$ cat src/rtl/ecc_pkg.sv
// ----------------------------------------------------------------------------
// Epoch calendar converter package
// Shared constants and the month offset table of the day number method.
// ----------------------------------------------------------------------------
package ecc_pkg;

  localparam logic [23:0] BASE_JDN_RESET = 24'd2440588;
  localparam int unsigned NUM_STAGES     = 15;

  typedef enum logic {
    FUNC_TO_EPOCH   = 1'b0,
    FUNC_FROM_EPOCH = 1'b1
  } func_e;

  // Reciprocals for division by constants: floor(2^k / d) with k equal to
  // the width of the dividend, so the estimate is low by at most one.
  localparam int unsigned RecipDay  = (1 << 25) / 675;
  localparam int unsigned RecipQuad = (1 << 27) / 146097;
  localparam int unsigned RecipHour = (1 << 13) / 225;
  localparam int unsigned RecipMin  = (1 << 15) / 15;
  localparam int unsigned RecipQuy  = (1 << 19) / 1461;
  localparam int unsigned RecipMon  = (1 << 11) / 153;

  // Days before the start of a shifted month: (153 * m + 2) / 5.
  function automatic logic [8:0] ecc_month_days(input logic [3:0] m);
    logic [8:0] res;
    unique case (m)
      4'd0:    res = 9'd0;
      4'd1:    res = 9'd31;
      4'd2:    res = 9'd61;
      4'd3:    res = 9'd92;
      4'd4:    res = 9'd122;
      4'd5:    res = 9'd153;
      4'd6:    res = 9'd184;
      4'd7:    res = 9'd214;
      4'd8:    res = 9'd245;
      4'd9:    res = 9'd275;
      4'd10:   res = 9'd306;
      4'd11:   res = 9'd337;
      4'd12:   res = 9'd367;
      4'd13:   res = 9'd398;
      4'd14:   res = 9'd428;
      default: res = 9'd459;
    endcase
    return res;
  endfunction

endpackage

$ cat src/rtl/ecc_in_if.sv
// ----------------------------------------------------------------------------
// Epoch calendar converter input channel
// Valid and ready handshake carrying one conversion request.
// ----------------------------------------------------------------------------
interface ecc_in_if;
  logic       valid;
  logic       ready;
  logic       func;
  logic [6:0] year_in;
  logic [3:0] month_in;
  logic [4:0] day_in;
  logic [4:0] hour_in;
  logic [5:0] minute_in;
  logic [5:0] second_in;
  logic [31:0] epoch_in;

  modport source (
    output valid, func, year_in, month_in, day_in, hour_in, minute_in, second_in,
    output epoch_in,
    input  ready
  );
  modport sink (
    input  valid, func, year_in, month_in, day_in, hour_in, minute_in, second_in,
    input  epoch_in,
    output ready
  );
endinterface

$ cat src/rtl/ecc_out_if.sv
// ----------------------------------------------------------------------------
// Epoch calendar converter output channel
// Valid and ready handshake carrying one conversion result.
// ----------------------------------------------------------------------------
interface ecc_out_if;
  logic        valid;
  logic        ready;
  logic [31:0] epoch_out;
  logic [7:0]  year_out;
  logic [3:0]  month_out;
  logic [4:0]  day_out;
  logic [4:0]  hour_out;
  logic [5:0]  minute_out;
  logic [5:0]  second_out;

  modport source (
    output valid, epoch_out, year_out, month_out, day_out, hour_out,
    output minute_out, second_out,
    input  ready
  );
  modport sink (
    input  valid, epoch_out, year_out, month_out, day_out, hour_out,
    input  minute_out, second_out,
    output ready
  );
endinterface

$ cat src/rtl/epoch_calendar_converter_core.sv
// ----------------------------------------------------------------------------
// Epoch calendar converter core
// Converts calendar fields to epoch seconds and back, fifteen stage pipeline.
// ----------------------------------------------------------------------------
// Usage:
// A request is taken on in_i when valid and ready are both high; func selects
// calendar to epoch (0) or epoch to calendar (1). Each request gives exactly
// one result on out_o, in order, and the fields unused by the chosen
// direction read as zero.
// One transaction can be accepted in every cycle unless a waiting result is
// held by out_o.ready being low. The depth is set by the chain of reciprocal
// divisions in the epoch to calendar direction, each taking a multiply stage,
// a remainder stage and a correction stage.
// When the receiver holds ready low while a result waits, the whole pipeline
// holds and in_i.ready falls; nothing is lost or repeated.
// The base Julian day register is written through cfg_we_i and cfg_wdata_i;
// the user must write it only while the block is idle, which the block itself
// does not enforce. Reset empties the pipeline and sets the base to 1970-01-01.
// ----------------------------------------------------------------------------
module epoch_calendar_converter_core
  import ecc_pkg::*;
(
  input  logic        clk_i,
  input  logic        rst_ni,
  input  logic        cfg_we_i,
  input  logic [23:0] cfg_wdata_i,
  ecc_in_if.sink      in_i,
  ecc_out_if.source   out_o
);

  logic                  en;
  logic [NUM_STAGES-1:0] vld_q;
  logic [23:0]           base_q;
  logic [NUM_STAGES-1:0] func_q;

  logic        in_early;
  logic [12:0] in_yrs;
  logic [3:0]  in_mon;

  logic [31:0] s1_ep_q;
  logic [40:0] s1_prod_q;
  logic [12:0] s1_yrs_q;
  logic [3:0]  s1_mon_q;
  logic [4:0]  s1_dd_q;
  logic [16:0] s1_hms_q;

  logic [31:0] s2_days_q;
  logic [16:0] s2_hms_q;
  logic [15:0] s2_q0_q;
  logic [17:0] s2_r0_q;

  logic [31:0] s3_jdn_q;
  logic [16:0] s3_hms_q;
  logic [24:0] s3_a_q;
  logic [16:0] s3_r_q;
  logic        s3_ge;

  logic [31:0] s4_esec_q;
  logic [16:0] s4_hms_q;
  logic [26:0] s4_xb_q;
  logic [24:0] s4_a_q;
  logic [36:0] s4_prodb_q;
  logic [18:0] s4_prodh_q;
  logic [26:0] s4_prodm_q;
  logic [16:0] s4_r_q;

  logic [31:0] s5_epoch_q;
  logic [24:0] s5_a_q;
  logic [16:0] s5_r_q;
  logic [9:0]  s5_b0_q;
  logic [18:0] s5_tb_q;
  logic [5:0]  s5_h0_q;
  logic [8:0]  s5_th_q;
  logic [11:0] s5_m0_q;
  logic [4:0]  s5_tm_q;

  logic [31:0] s6_epoch_q;
  logic [24:0] s6_a_q;
  logic [16:0] s6_r_q;
  logic [9:0]  s6_b_q;
  logic [4:0]  s6_h_q;
  logic [10:0] s6_m_q;

  logic [NUM_STAGES-1:7][31:0] ep_dly_q;
  logic [NUM_STAGES-1:7][9:0]  b_dly_q;
  logic [NUM_STAGES-1:7][4:0]  hr_dly_q;
  logic [NUM_STAGES-1:7][5:0]  mi_dly_q;
  logic [NUM_STAGES-1:7][5:0]  se_dly_q;

  logic [16:0] s7_a2_q;
  logic [18:0] s8_xc_q;
  logic [16:0] s8_a2_q;
  logic [27:0] s8_prodc_q;
  logic [8:0]  s9_c0_q;
  logic [11:0] s9_tc_q;
  logic [16:0] s9_a2_q;
  logic [6:0]  s10_c_q;
  logic [16:0] s10_a2_q;
  logic [6:0]  c_dly11_q, c_dly12_q, c_dly13_q, c_dly14_q;
  logic [8:0]  s11_a3_q;
  logic [10:0] s12_xd_q;
  logic [14:0] s12_prodd_q;
  logic [8:0]  s12_a3_q;
  logic [3:0]  s13_d0_q;
  logic [8:0]  s13_td_q;
  logic [8:0]  s13_a3_q;
  logic [3:0]  s14_d_q;
  logic [8:0]  s14_a3_q;

  logic        s14_ten;
  logic [15:0] fin_year;
  logic [8:0]  fin_day;
  logic [3:0]  fin_mon;

  logic [31:0] out_epoch_q;
  logic [7:0]  out_year_q;
  logic [3:0]  out_month_q;
  logic [4:0]  out_day_q;
  logic [4:0]  out_hour_q;
  logic [5:0]  out_minute_q;
  logic [5:0]  out_second_q;

  assign en          = !vld_q[NUM_STAGES-1] || out_o.ready;
  assign in_i.ready  = en;
  assign out_o.valid = vld_q[NUM_STAGES-1];

  assign in_early = (in_i.month_in <= 4'd2);
  assign in_yrs   = 13'(in_i.year_in) + 13'd6800 - 13'(in_early);
  assign in_mon   = in_i.month_in + (in_early ? 4'd12 : 4'd0) - 4'd3;
  assign s3_ge    = (s2_r0_q >= 18'd86400);

  always_ff @(posedge clk_i or negedge rst_ni) begin
    if (!rst_ni) begin
      vld_q  <= '0;
      base_q <= BASE_JDN_RESET;
    end else begin
      if (cfg_we_i) begin
        base_q <= cfg_wdata_i;
      end
      if (en) begin
        vld_q <= {vld_q[NUM_STAGES-2:0], in_i.valid};
      end
    end
  end

  assign s14_ten  = (s14_d_q >= 4'd10);
  assign fin_year = 16'(b_dly_q[14]) * 16'd100 + 16'(c_dly14_q) - 16'd6800
                    + 16'(s14_ten);
  assign fin_day  = s14_a3_q - ecc_month_days(s14_d_q) + 9'd1;
  assign fin_mon  = s14_d_q + 4'd3 - (s14_ten ? 4'd12 : 4'd0);

  always_ff @(posedge clk_i) begin
    if (en) begin
      func_q <= {func_q[NUM_STAGES-2:0], in_i.func};

      // Stage 1: operand set-up and day quotient estimate.
      s1_ep_q   <= in_i.epoch_in;
      s1_prod_q <= 41'(in_i.epoch_in[31:7]) * 41'(RecipDay);
      s1_yrs_q  <= in_yrs;
      s1_mon_q  <= in_mon;
      s1_dd_q   <= in_i.day_in;
      s1_hms_q  <= 17'(in_i.hour_in) * 17'd3600 + 17'(in_i.minute_in) * 17'd60
                   + 17'(in_i.second_in);

      // Stage 2: day count and day remainder.
      s2_days_q <= 32'(s1_yrs_q) * 32'd365 + 32'(s1_dd_q)
                   + 32'(ecc_month_days(s1_mon_q)) + 32'(s1_yrs_q >> 2)
                   - ((s1_yrs_q >= 13'd6900) ? 32'd69 :
                      (s1_yrs_q >= 13'd6800) ? 32'd68 : 32'd67)
                   + ((s1_yrs_q >= 13'd6800) ? 32'd17 : 32'd16);
      s2_hms_q  <= s1_hms_q;
      s2_q0_q   <= s1_prod_q[40:25];
      s2_r0_q   <= 18'(s1_ep_q - 32'(s1_prod_q[40:25]) * 32'd86400);

      // Stage 3: Julian day offset, quotient correction.
      s3_jdn_q <= s2_days_q - 32'd32045 - 32'(base_q);
      s3_hms_q <= s2_hms_q;
      s3_a_q   <= 25'(s2_q0_q) + 25'(s3_ge) + 25'(base_q) + 25'd32044;
      s3_r_q   <= 17'(s2_r0_q - (s3_ge ? 18'd86400 : 18'd0));

      // Stage 4: seconds of the day count and quotient estimates.
      s4_esec_q  <= s3_jdn_q * 32'd86400;
      s4_hms_q   <= s3_hms_q;
      s4_xb_q    <= {s3_a_q, 2'b11};
      s4_a_q     <= s3_a_q;
      s4_prodb_q <= 37'({s3_a_q, 2'b11}) * 37'(RecipQuad);
      s4_prodh_q <= 19'(s3_r_q[16:4]) * 19'(RecipHour);
      s4_prodm_q <= 27'(s3_r_q[16:2]) * 27'(RecipMin);
      s4_r_q     <= s3_r_q;

      // Stage 5: epoch sum, remainders of the estimates.
      s5_epoch_q <= s4_esec_q + 32'(s4_hms_q);
      s5_a_q     <= s4_a_q;
      s5_r_q     <= s4_r_q;
      s5_b0_q    <= s4_prodb_q[36:27];
      s5_tb_q    <= 19'(s4_xb_q - 27'(s4_prodb_q[36:27]) * 27'd146097);
      s5_h0_q    <= s4_prodh_q[18:13];
      s5_th_q    <= 9'(s4_r_q[16:4] - 13'(s4_prodh_q[18:13]) * 13'd225);
      s5_m0_q    <= s4_prodm_q[26:15];
      s5_tm_q    <= 5'(s4_r_q[16:2] - 15'(s4_prodm_q[26:15]) * 15'd15);

      // Stage 6: quotient corrections.
      s6_epoch_q <= s5_epoch_q;
      s6_a_q     <= s5_a_q;
      s6_r_q     <= s5_r_q;
      s6_b_q     <= s5_b0_q + 10'(s5_tb_q >= 19'd146097);
      s6_h_q     <= 5'(s5_h0_q + 6'(s5_th_q >= 9'd225));
      s6_m_q     <= 11'(s5_m0_q + 12'(s5_tm_q >= 5'd15));

      // Stage 7: day within the quadricentennial cycle, minute and second.
      s7_a2_q      <= 17'(s6_a_q - 25'((27'(s6_b_q) * 27'd146097) >> 2));
      ep_dly_q[7]  <= s6_epoch_q;
      b_dly_q[7]   <= s6_b_q;
      hr_dly_q[7]  <= s6_h_q;
      mi_dly_q[7]  <= 6'(s6_m_q - 11'(s6_h_q) * 11'd60);
      se_dly_q[7]  <= 6'(s6_r_q - 17'(s6_m_q) * 17'd60);

      for (int i = 8; i < NUM_STAGES; i++) begin
        ep_dly_q[i] <= ep_dly_q[i-1];
        b_dly_q[i]  <= b_dly_q[i-1];
        hr_dly_q[i] <= hr_dly_q[i-1];
        mi_dly_q[i] <= mi_dly_q[i-1];
        se_dly_q[i] <= se_dly_q[i-1];
      end

      // Stages 8 to 11: year within the century, then day within the year.
      s8_xc_q    <= {s7_a2_q[16:0], 2'b11};
      s8_a2_q    <= s7_a2_q;
      s8_prodc_q <= 28'({s7_a2_q, 2'b11}) * 28'(RecipQuy);
      s9_c0_q    <= s8_prodc_q[27:19];
      s9_tc_q    <= 12'(s8_xc_q - 19'(s8_prodc_q[27:19]) * 19'd1461);
      s9_a2_q    <= s8_a2_q;
      s10_c_q    <= 7'(s9_c0_q + 9'(s9_tc_q >= 12'd1461));
      s10_a2_q   <= s9_a2_q;
      s11_a3_q   <= 9'(18'(s10_a2_q) - ((18'(s10_c_q) * 18'd1461) >> 2));
      c_dly11_q  <= s10_c_q;
      c_dly12_q  <= c_dly11_q;
      c_dly13_q  <= c_dly12_q;
      c_dly14_q  <= c_dly13_q;

      // Stages 12 to 14: shifted month.
      s12_xd_q    <= 11'(s11_a3_q) * 11'd5 + 11'd2;
      s12_prodd_q <= 15'(11'(s11_a3_q) * 11'd5 + 11'd2) * 15'(RecipMon);
      s12_a3_q    <= s11_a3_q;
      s13_d0_q    <= s12_prodd_q[14:11];
      s13_td_q    <= 9'(s12_xd_q - 11'(s12_prodd_q[14:11]) * 11'd153);
      s13_a3_q    <= s12_a3_q;
      s14_d_q     <= s13_d0_q + 4'(s13_td_q >= 9'd153);
      s14_a3_q    <= s13_a3_q;

      // Stage 15: output register.
      if (func_q[NUM_STAGES-2] == FUNC_FROM_EPOCH) begin
        out_epoch_q  <= '0;
        out_year_q   <= fin_year[7:0];
        out_month_q  <= fin_mon;
        out_day_q    <= fin_day[4:0];
        out_hour_q   <= hr_dly_q[14];
        out_minute_q <= mi_dly_q[14];
        out_second_q <= se_dly_q[14];
      end else begin
        out_epoch_q  <= ep_dly_q[14];
        out_year_q   <= '0;
        out_month_q  <= '0;
        out_day_q    <= '0;
        out_hour_q   <= '0;
        out_minute_q <= '0;
        out_second_q <= '0;
      end
    end
  end

  assign out_o.epoch_out  = out_epoch_q;
  assign out_o.year_out   = out_year_q;
  assign out_o.month_out  = out_month_q;
  assign out_o.day_out    = out_day_q;
  assign out_o.hour_out   = out_hour_q;
  assign out_o.minute_out = out_minute_q;
  assign out_o.second_out = out_second_q;

endmodule
$ cat src/flat_wrapper.sv
// flat-port wrapper written by rule: the top's interface ports become plain ports
module epoch_calendar_converter_core_flat import ecc_pkg::*;
  (clk_i, rst_ni, cfg_we_i, cfg_wdata_i, in_i_valid, in_i_func, in_i_year_in, in_i_month_in, in_i_day_in, in_i_hour_in, in_i_minute_in, in_i_second_in, in_i_epoch_in, in_i_ready, out_o_valid, out_o_epoch_out, out_o_year_out, out_o_month_out, out_o_day_out, out_o_hour_out, out_o_minute_out, out_o_second_out, out_o_ready);
  ecc_in_if in_i_i ();
  ecc_out_if out_o_i ();
  input  logic clk_i;
  input  logic rst_ni;
  input  logic cfg_we_i;
  input  logic [23:0] cfg_wdata_i;
  input wire logic [$bits(in_i_i.valid)-1:0] in_i_valid;
  input wire logic [$bits(in_i_i.func)-1:0] in_i_func;
  input wire logic [$bits(in_i_i.year_in)-1:0] in_i_year_in;
  input wire logic [$bits(in_i_i.month_in)-1:0] in_i_month_in;
  input wire logic [$bits(in_i_i.day_in)-1:0] in_i_day_in;
  input wire logic [$bits(in_i_i.hour_in)-1:0] in_i_hour_in;
  input wire logic [$bits(in_i_i.minute_in)-1:0] in_i_minute_in;
  input wire logic [$bits(in_i_i.second_in)-1:0] in_i_second_in;
  input wire logic [$bits(in_i_i.epoch_in)-1:0] in_i_epoch_in;
  output wire logic [$bits(in_i_i.ready)-1:0] in_i_ready;
  output wire logic [$bits(out_o_i.valid)-1:0] out_o_valid;
  output wire logic [$bits(out_o_i.epoch_out)-1:0] out_o_epoch_out;
  output wire logic [$bits(out_o_i.year_out)-1:0] out_o_year_out;
  output wire logic [$bits(out_o_i.month_out)-1:0] out_o_month_out;
  output wire logic [$bits(out_o_i.day_out)-1:0] out_o_day_out;
  output wire logic [$bits(out_o_i.hour_out)-1:0] out_o_hour_out;
  output wire logic [$bits(out_o_i.minute_out)-1:0] out_o_minute_out;
  output wire logic [$bits(out_o_i.second_out)-1:0] out_o_second_out;
  input wire logic [$bits(out_o_i.ready)-1:0] out_o_ready;
  assign in_i_i.valid = in_i_valid;
  assign in_i_i.func = in_i_func;
  assign in_i_i.year_in = in_i_year_in;
  assign in_i_i.month_in = in_i_month_in;
  assign in_i_i.day_in = in_i_day_in;
  assign in_i_i.hour_in = in_i_hour_in;
  assign in_i_i.minute_in = in_i_minute_in;
  assign in_i_i.second_in = in_i_second_in;
  assign in_i_i.epoch_in = in_i_epoch_in;
  assign in_i_ready = in_i_i.ready;
  assign out_o_valid = out_o_i.valid;
  assign out_o_epoch_out = out_o_i.epoch_out;
  assign out_o_year_out = out_o_i.year_out;
  assign out_o_month_out = out_o_i.month_out;
  assign out_o_day_out = out_o_i.day_out;
  assign out_o_hour_out = out_o_i.hour_out;
  assign out_o_minute_out = out_o_i.minute_out;
  assign out_o_second_out = out_o_i.second_out;
  assign out_o_i.ready = out_o_ready;
  epoch_calendar_converter_core u_core (.clk_i(clk_i), .rst_ni(rst_ni), .cfg_we_i(cfg_we_i), .cfg_wdata_i(cfg_wdata_i), .in_i(in_i_i), .out_o(out_o_i));
endmodule
$ cat config.mk
export PLATFORM = sky130hd
export DESIGN_NAME = epoch_calendar_converter_core_flat
export DESIGN_NICKNAME = d
export VERILOG_FILES = /design/src/rtl/ecc_pkg.sv /design/src/rtl/ecc_in_if.sv /design/src/rtl/ecc_out_if.sv /design/src/rtl/epoch_calendar_converter_core.sv /design/src/flat_wrapper.sv
export SDC_FILE = /design/constraint.sdc
export NUM_CORES = 2
export LEC_CHECK = 0
export BUFFER_PORTS_ARGS = -buffer_cell sky130_fd_sc_hd__buf_4
export CAP_MARGIN = 25
export CORE_ASPECT_RATIO = 1.1
export CORE_MARGIN = 2
export CORE_UTILIZATION = 65
export CTS_CLUSTER_DIAMETER = 80
export DETAILED_ROUTE_END_ITERATION = 10
export GPL_ROUTABILITY_DRIVEN = 0
export PLACE_DENSITY_LB_ADDON = 0.08
export SLEW_MARGIN = 20
export SYNTH_ARGS = -nofsm -noshare
export SYNTH_HDL_FRONTEND = slang
export SYNTH_SLANG_ARGS = --single-unit
export TNS_END_PERCENT = 100
$ cat constraint.sdc
create_clock -name clk_i -period 170.4 [get_ports clk_i]
set_clock_uncertainty 0.15 [all_clocks]
set_input_delay 34.08 -clock clk_i [delete_from_list [all_inputs] [get_ports clk_i]]
set_output_delay 34.08 -clock clk_i [all_outputs]
set_load 0.01 [all_outputs]
Word-level counts from Yosys, hierarchy flattened
Memories as Yosys holds them, arrays and structs flattened. A register that Yosys moved wholly into a read port is not among the register bits.
Index checks and enable logic that the tools add are counted.
{ "op_classes": {"addsub": 42, "n_mul": 23, "order_cmp": 10, "n_mux": 9, "reduce_logical": 2} }
{ "op_table": {"columns": ["operator", "count"], "rows": [
  ["25-bit by 15-bit multiplier with 40-bit output (second input constant)", 1],
  ["10-bit by 18-bit multiplier with 19-bit output (second input constant)", 2],
  ["27-bit by 9-bit multiplier with 36-bit output (second input constant)", 1],
  ["17-bit subtractor", 2],
  ["32-bit by 11-bit adder with 32-bit output", 1],
  ["32-bit by 17-bit adder with 32-bit output", 1],
  ["32-bit adder", 1],
  ["32-bit by 9-bit adder with 32-bit output", 1],
  ["32-bit by 10-bit multiplier with 25-bit output (second input constant)", 1],
  ["32-bit 2-to-1 mux", 1],
  ["32-bit by 15-bit subtractor with 32-bit output (second input constant)", 1],
  ["32-bit by 24-bit subtractor with 32-bit output", 1],
  ["32-bit subtractor", 1],
  ["19-bit by 8-bit multiplier with 27-bit output (second input constant)", 1],
  ["9-bit subtractor", 3],
  ["13-bit >= comparator (second input constant)", 2],
  ["25-bit by 15-bit adder with 25-bit output (second input constant)", 1],
  ["25-bit by 24-bit adder with 25-bit output", 1],
  ["15-bit by 9-bit multiplier with 24-bit output (second input constant)", 1],
  ["22-bit by 5-bit adder with 23-bit output", 1],
  ["13-bit by 9-bit multiplier with 22-bit output (second input constant)", 1],
  ["19-bit by 18-bit >= comparator with 1-bit output (second input constant)", 1],
  ["19-bit subtractor", 1],
  ["18-bit by 17-bit >= comparator with 1-bit output (second input constant)", 1],
  ["other kinds (51)", 57]
]} }
{ "totals": {"register_bits": 1397, "romBits": 288, "inputBits": 95, "output_inout_bits": 68, "mem_count": 2} }
{ "memory_table": {"columns": ["name", "depth", "width", "rd", "rd_ports_with_merged_regs", "write_ports", "line", "source"], "rows": [
  ["(no name shown)", 16, 9, 1, 1, 0, "ecc_pkg.sv:27", "unique case (m)"],
  ["(no name shown)", 16, 9, 1, 1, 0, "ecc_pkg.sv:27", null]
]} }

Logic depth before layout (Yosys ltp)
{ "depth": {"ltp_word": 7, "ltp_mapped": 29} }

Least setup slack after synthesis
Ideal clock, no wire load.
{ "synth_path": {"kind": "input -> output", "startpoint": "in out_o_ready", "endpoint": "out in_i_ready", "t_arrival_ns": 66.741, "required_ns": 136.170, "slack_ns": 69.429, "path_stages": 3, "path_buffers": 2, "path_cell_list": "nand2b_1 -> clkbuf_1 -> clkbuf_1"} }
{ "synth_via": {"elab_chain_cells": 1} }
{ "synth_rtl": {"columns": ["item", "line", "source"], "rows": [
  ["start, declared", "flat_wrapper.sv:28", "input wire logic [$bits(out_o_i.ready)-1:0] out_o_ready;"],
  ["1-bit logical OR", "epoch_calendar_converter_core.sv:123", "assign en = !vld_q[NUM_STAGES-1] || out_o.ready;"],
  ["end, declared", "flat_wrapper.sv:19", "output wire logic [$bits(in_i_i.ready)-1:0] in_i_ready;"]
]} }
Every way passes these cells.

Worst setup path after layout
Same ends and word-level chain as after synthesis.

==> flow_metrics.env <==
export IMPL_drtAntennaViolNets=0
export IMPL_synth_seq_cells=1242
export IMPL_reg2reg_depth=25
export IMPL_cp_endpoint="in_i_ready"
export IMPL_port_buffer_count=162
export IMPL_tightest_slew_ps=994
export IMPL_finalSetupTns_ps=0
export IMPL_num_rows=132
export IMPL_cts_resized=0
export IMPL_slew_violations=0
export IMPL_crit_chain="buf_4 > nand2b_4 > buf_4"
export IMPL_cp_end_kind="output pin"
export IMPL_synth_yosys_seq_area_share=0.482
export IMPL_worst_slack_ps=101440
export IMPL_critPathMaxFanout=20
export IMPL_r2r_end="u_core.s2_days_q[21]"
export IMPL_dr_pass1_iters=8
export IMPL_htree_levels=3
export IMPL_drive_above_1_share=0.0692
export IMPL_drt_iter0_markers=1621
export IMPL_yosysWarnings=0
export IMPL_synth_flop_cell="edfxtp_1"
export IMPL_grt_overflow_total=0
export IMPL_syn_area_um2=76800
export IMPL_holdWs_ps=212
export IMPL_vias=40600
export IMPL_crit_path_frequent_cell="buf_4"
export IMPL_routed_wl_um=118000
export IMPL_core_area_um2=117000
export IMPL_maxSlewHeadroom=0.338
export IMPL_slowest_stage="nand2b_4"
export IMPL_grt_pass1_wl_um=202000
export IMPL_initial_core_util=0.654
export IMPL_holdCritPathClass="reg -> reg"
export IMPL_place_ws_ps=101430
export IMPL_finalHoldViolCount=0
export IMPL_cp_start_kind="input port"
export IMPL_synth_async_sr_flop_share=0.0314
export IMPL_syn_to_final_growth_pct=9.73
export IMPL_grt_pass1_vias=42700
export IMPL_netlist_top_cells_area="edfxtp_1 (46%), ha_1 (19%), fa_1 (13%), inv_1 (5.5%), xnor2_1 (3.7%)"
export IMPL_grt_usage=0.205
export IMPL_final_setup_viol_count=0
export IMPL_cts_setup_buffers=0
export IMPL_crit_arrival_ps=34730
export IMPL_post_dp_hpwl_um=89900
export IMPL_syn_inst=5755
export IMPL_die_w_um=332
export IMPL_fin_crit_sh=0.405
export IMPL_fin_util=0.718
export IMPL_synth_top_cell_by_area="edfxtp_1"
export IMPL_die_area_um2=121000
export IMPL_reg2reg_from="u_core.s1_yrs_q[8]"
export IMPL_die_h_um=364
export IMPL_crit_type="in -> out"
export IMPL_cts_tree="built"
export IMPL_cap_viol_max_count=0
export IMPL_fill_cells=7848
export IMPL_drc=0
export IMPL_holdCritStartpoint="u_core.s5_epoch_q[10]"
export IMPL_cts_root_buf="clkbuf_16"
export IMPL_synth_edf_count=1189
export IMPL_cts_sinks=1242
export IMPL_grt_max_degree=203
export IMPL_cp_slowest_stage_delay_ps=280
export IMPL_synth_area_per_cell_um2=13.3
export IMPL_crit_start="out_o_ready"
export IMPL_rsz0062_at_grt="false"
export IMPL_fmax_mhz=14.5
export IMPL_io_pins=163
export IMPL_antenna_found_initial=2
export IMPL_cts_buffers=120
export IMPL_nets=7763
export IMPL_fin_crit_ps=68960
export IMPL_wire_per_inst_um=15.4
export IMPL_r2r_slack_ps=163040
export IMPL_postCtsHoldBufs=0
export IMPL_status="finished, final reports clean"
export IMPL_synth_top_area_share=0.465
export IMPL_clk_path_buf_depth=3
export IMPL_yosysUniqueCellTypes=79
export IMPL_via_per_inst=5.28
export IMPL_critPathRequiredTime_ps=136170
export IMPL_clk_pin_slew_ps=60
export IMPL_insertion_delay_ps=750
==> flip-flops by register name (all words and copies together) (netlist names), 18 cells and up, named ones only <==
signal and cells:
u_core.hr_dly_q 40, u_core.ep_dly_q 256, u_core.s5_tb_q 19, u_core.s4_esec_q 25
u_core.s3_jdn_q 25, u_core.s2_days_q 24, u_core.base_q 24, u_core.s3_a_q 25
u_core.s1_ep_q 18, u_core.s2_r0_q 18, u_core.b_dly_q 48, u_core.mi_dly_q 48
u_core.out_o.epoch_out 32, u_core.s6_epoch_q 32, u_core.s5_epoch_q 32, u_core.se_dly_q 48
==> worst max-delay path: cells and delay by family <==
kind | cells | cell delay (ps)
buf+inv | 2 | 340
simple gates | 1 | 280
==> per-layer routing <==
| layer | GRT usage | vias to the layer above | share of wire | wire [um] |
|---|---|---|---|---|
| li1 | - | 20200 | - | - |
| met1 | 0.250 | 19700 | 0.42 | 49500 |
| met2 | 0.377 | 465 | 0.52 | 61900 |
| met3 | 0.0244 | 210 | 0.026 | 3110 |
| met4 | 0.0767 | 0 | 0.033 | 3950 |
| met5 | 0 | - | 0 | 0 |
==> worst min-delay path by stage <==
stage	end	slack [ps]	cells past startpoint
2_1_floorplan	u_core.b_dly_q[10]	250	0
3_3_place_gp	u_core.s2_hms_q[12]	250	0
3_5_place_dp	u_core.b_dly_q[21]	250	0
4_1_cts	u_core.ep_dly_q[2]	210	0
5_1_grt	u_core.s6_epoch_q[9]	210	0
6_report	u_core.s6_epoch_q[10]	210	0
==> cells in the final DEF (no fill, tap or decap), drive strengths merged, types with 29 or more instances in the layout <==
cell type,count
edfxtp,1189
inv,1142
ha,1141
fa,489
xnor2,328
a21oi,200
buf,178
nor2,151
clkbuf,151
nand2,121
xor2,117
o21ai,112
a21o,82
nor2b,74
nand3,67
nor3,59
o21a,50
clkinv,49
and2,44
nand2b,39
o21bai,33
mux2,29
==> area by class of cell <==
class	instances	area, um2	area share
multi-input cells	3362	35500	0.421
clock inverters	77	988	0.0117
repair buffers	179	1390	0.0165
diodes	2	5.00	0.0000594
well taps	1541	1930	0.0229
flip-flops and latches	1242	37000	0.439
clock buffers	150	3220	0.0382
inverters	1133	4250	0.0505
==> cells in the mapped netlist (all sizes together) (39+ instances only) <==
cell type / count
ha: 1141
fa: 489
a21oi: 200
nand2: 121
nor2b: 74
edfxtp: 1189
o21ai: 112
o21a: 50
nor2: 151
a21o: 82
nor3: 59
inv: 1133
nand3: 67
xnor2: 328
and2: 44
xor2: 117
nand2b: 39
==> metrics by stage <==
stage | instances | area [um2]
5_1_grt | 7686 | 84300
6_report | 7686 | 84300
4_1_cts | 7682 | 84200
3_5_place_dp | 7455 | 80000
2_1_floorplan | 5756 | 76800
3_3_place_gp | 7455 | 80000
==> kinds of logic (layout without fill, tap and decap cells) <==
kind of cell	Yosys count	in the layout	synth area share
buffers and inverters	1152	1539	0.0563
flip-flops	1242	1242	0.482
XOR/XNOR	445	445	0.0508
adder cells (fa/ha/maj)	1630	1630	0.313
AO/OA/AOI/OAI	605	605	0.0508
other	2	5	0.0000978
AND/OR/NAND/NOR	643	643	0.0418
multiplexers	36	36	0.00533
Power is not shown: default switching activity piles up to over one toggle a cycle in this logic, so the estimate is an artifact.
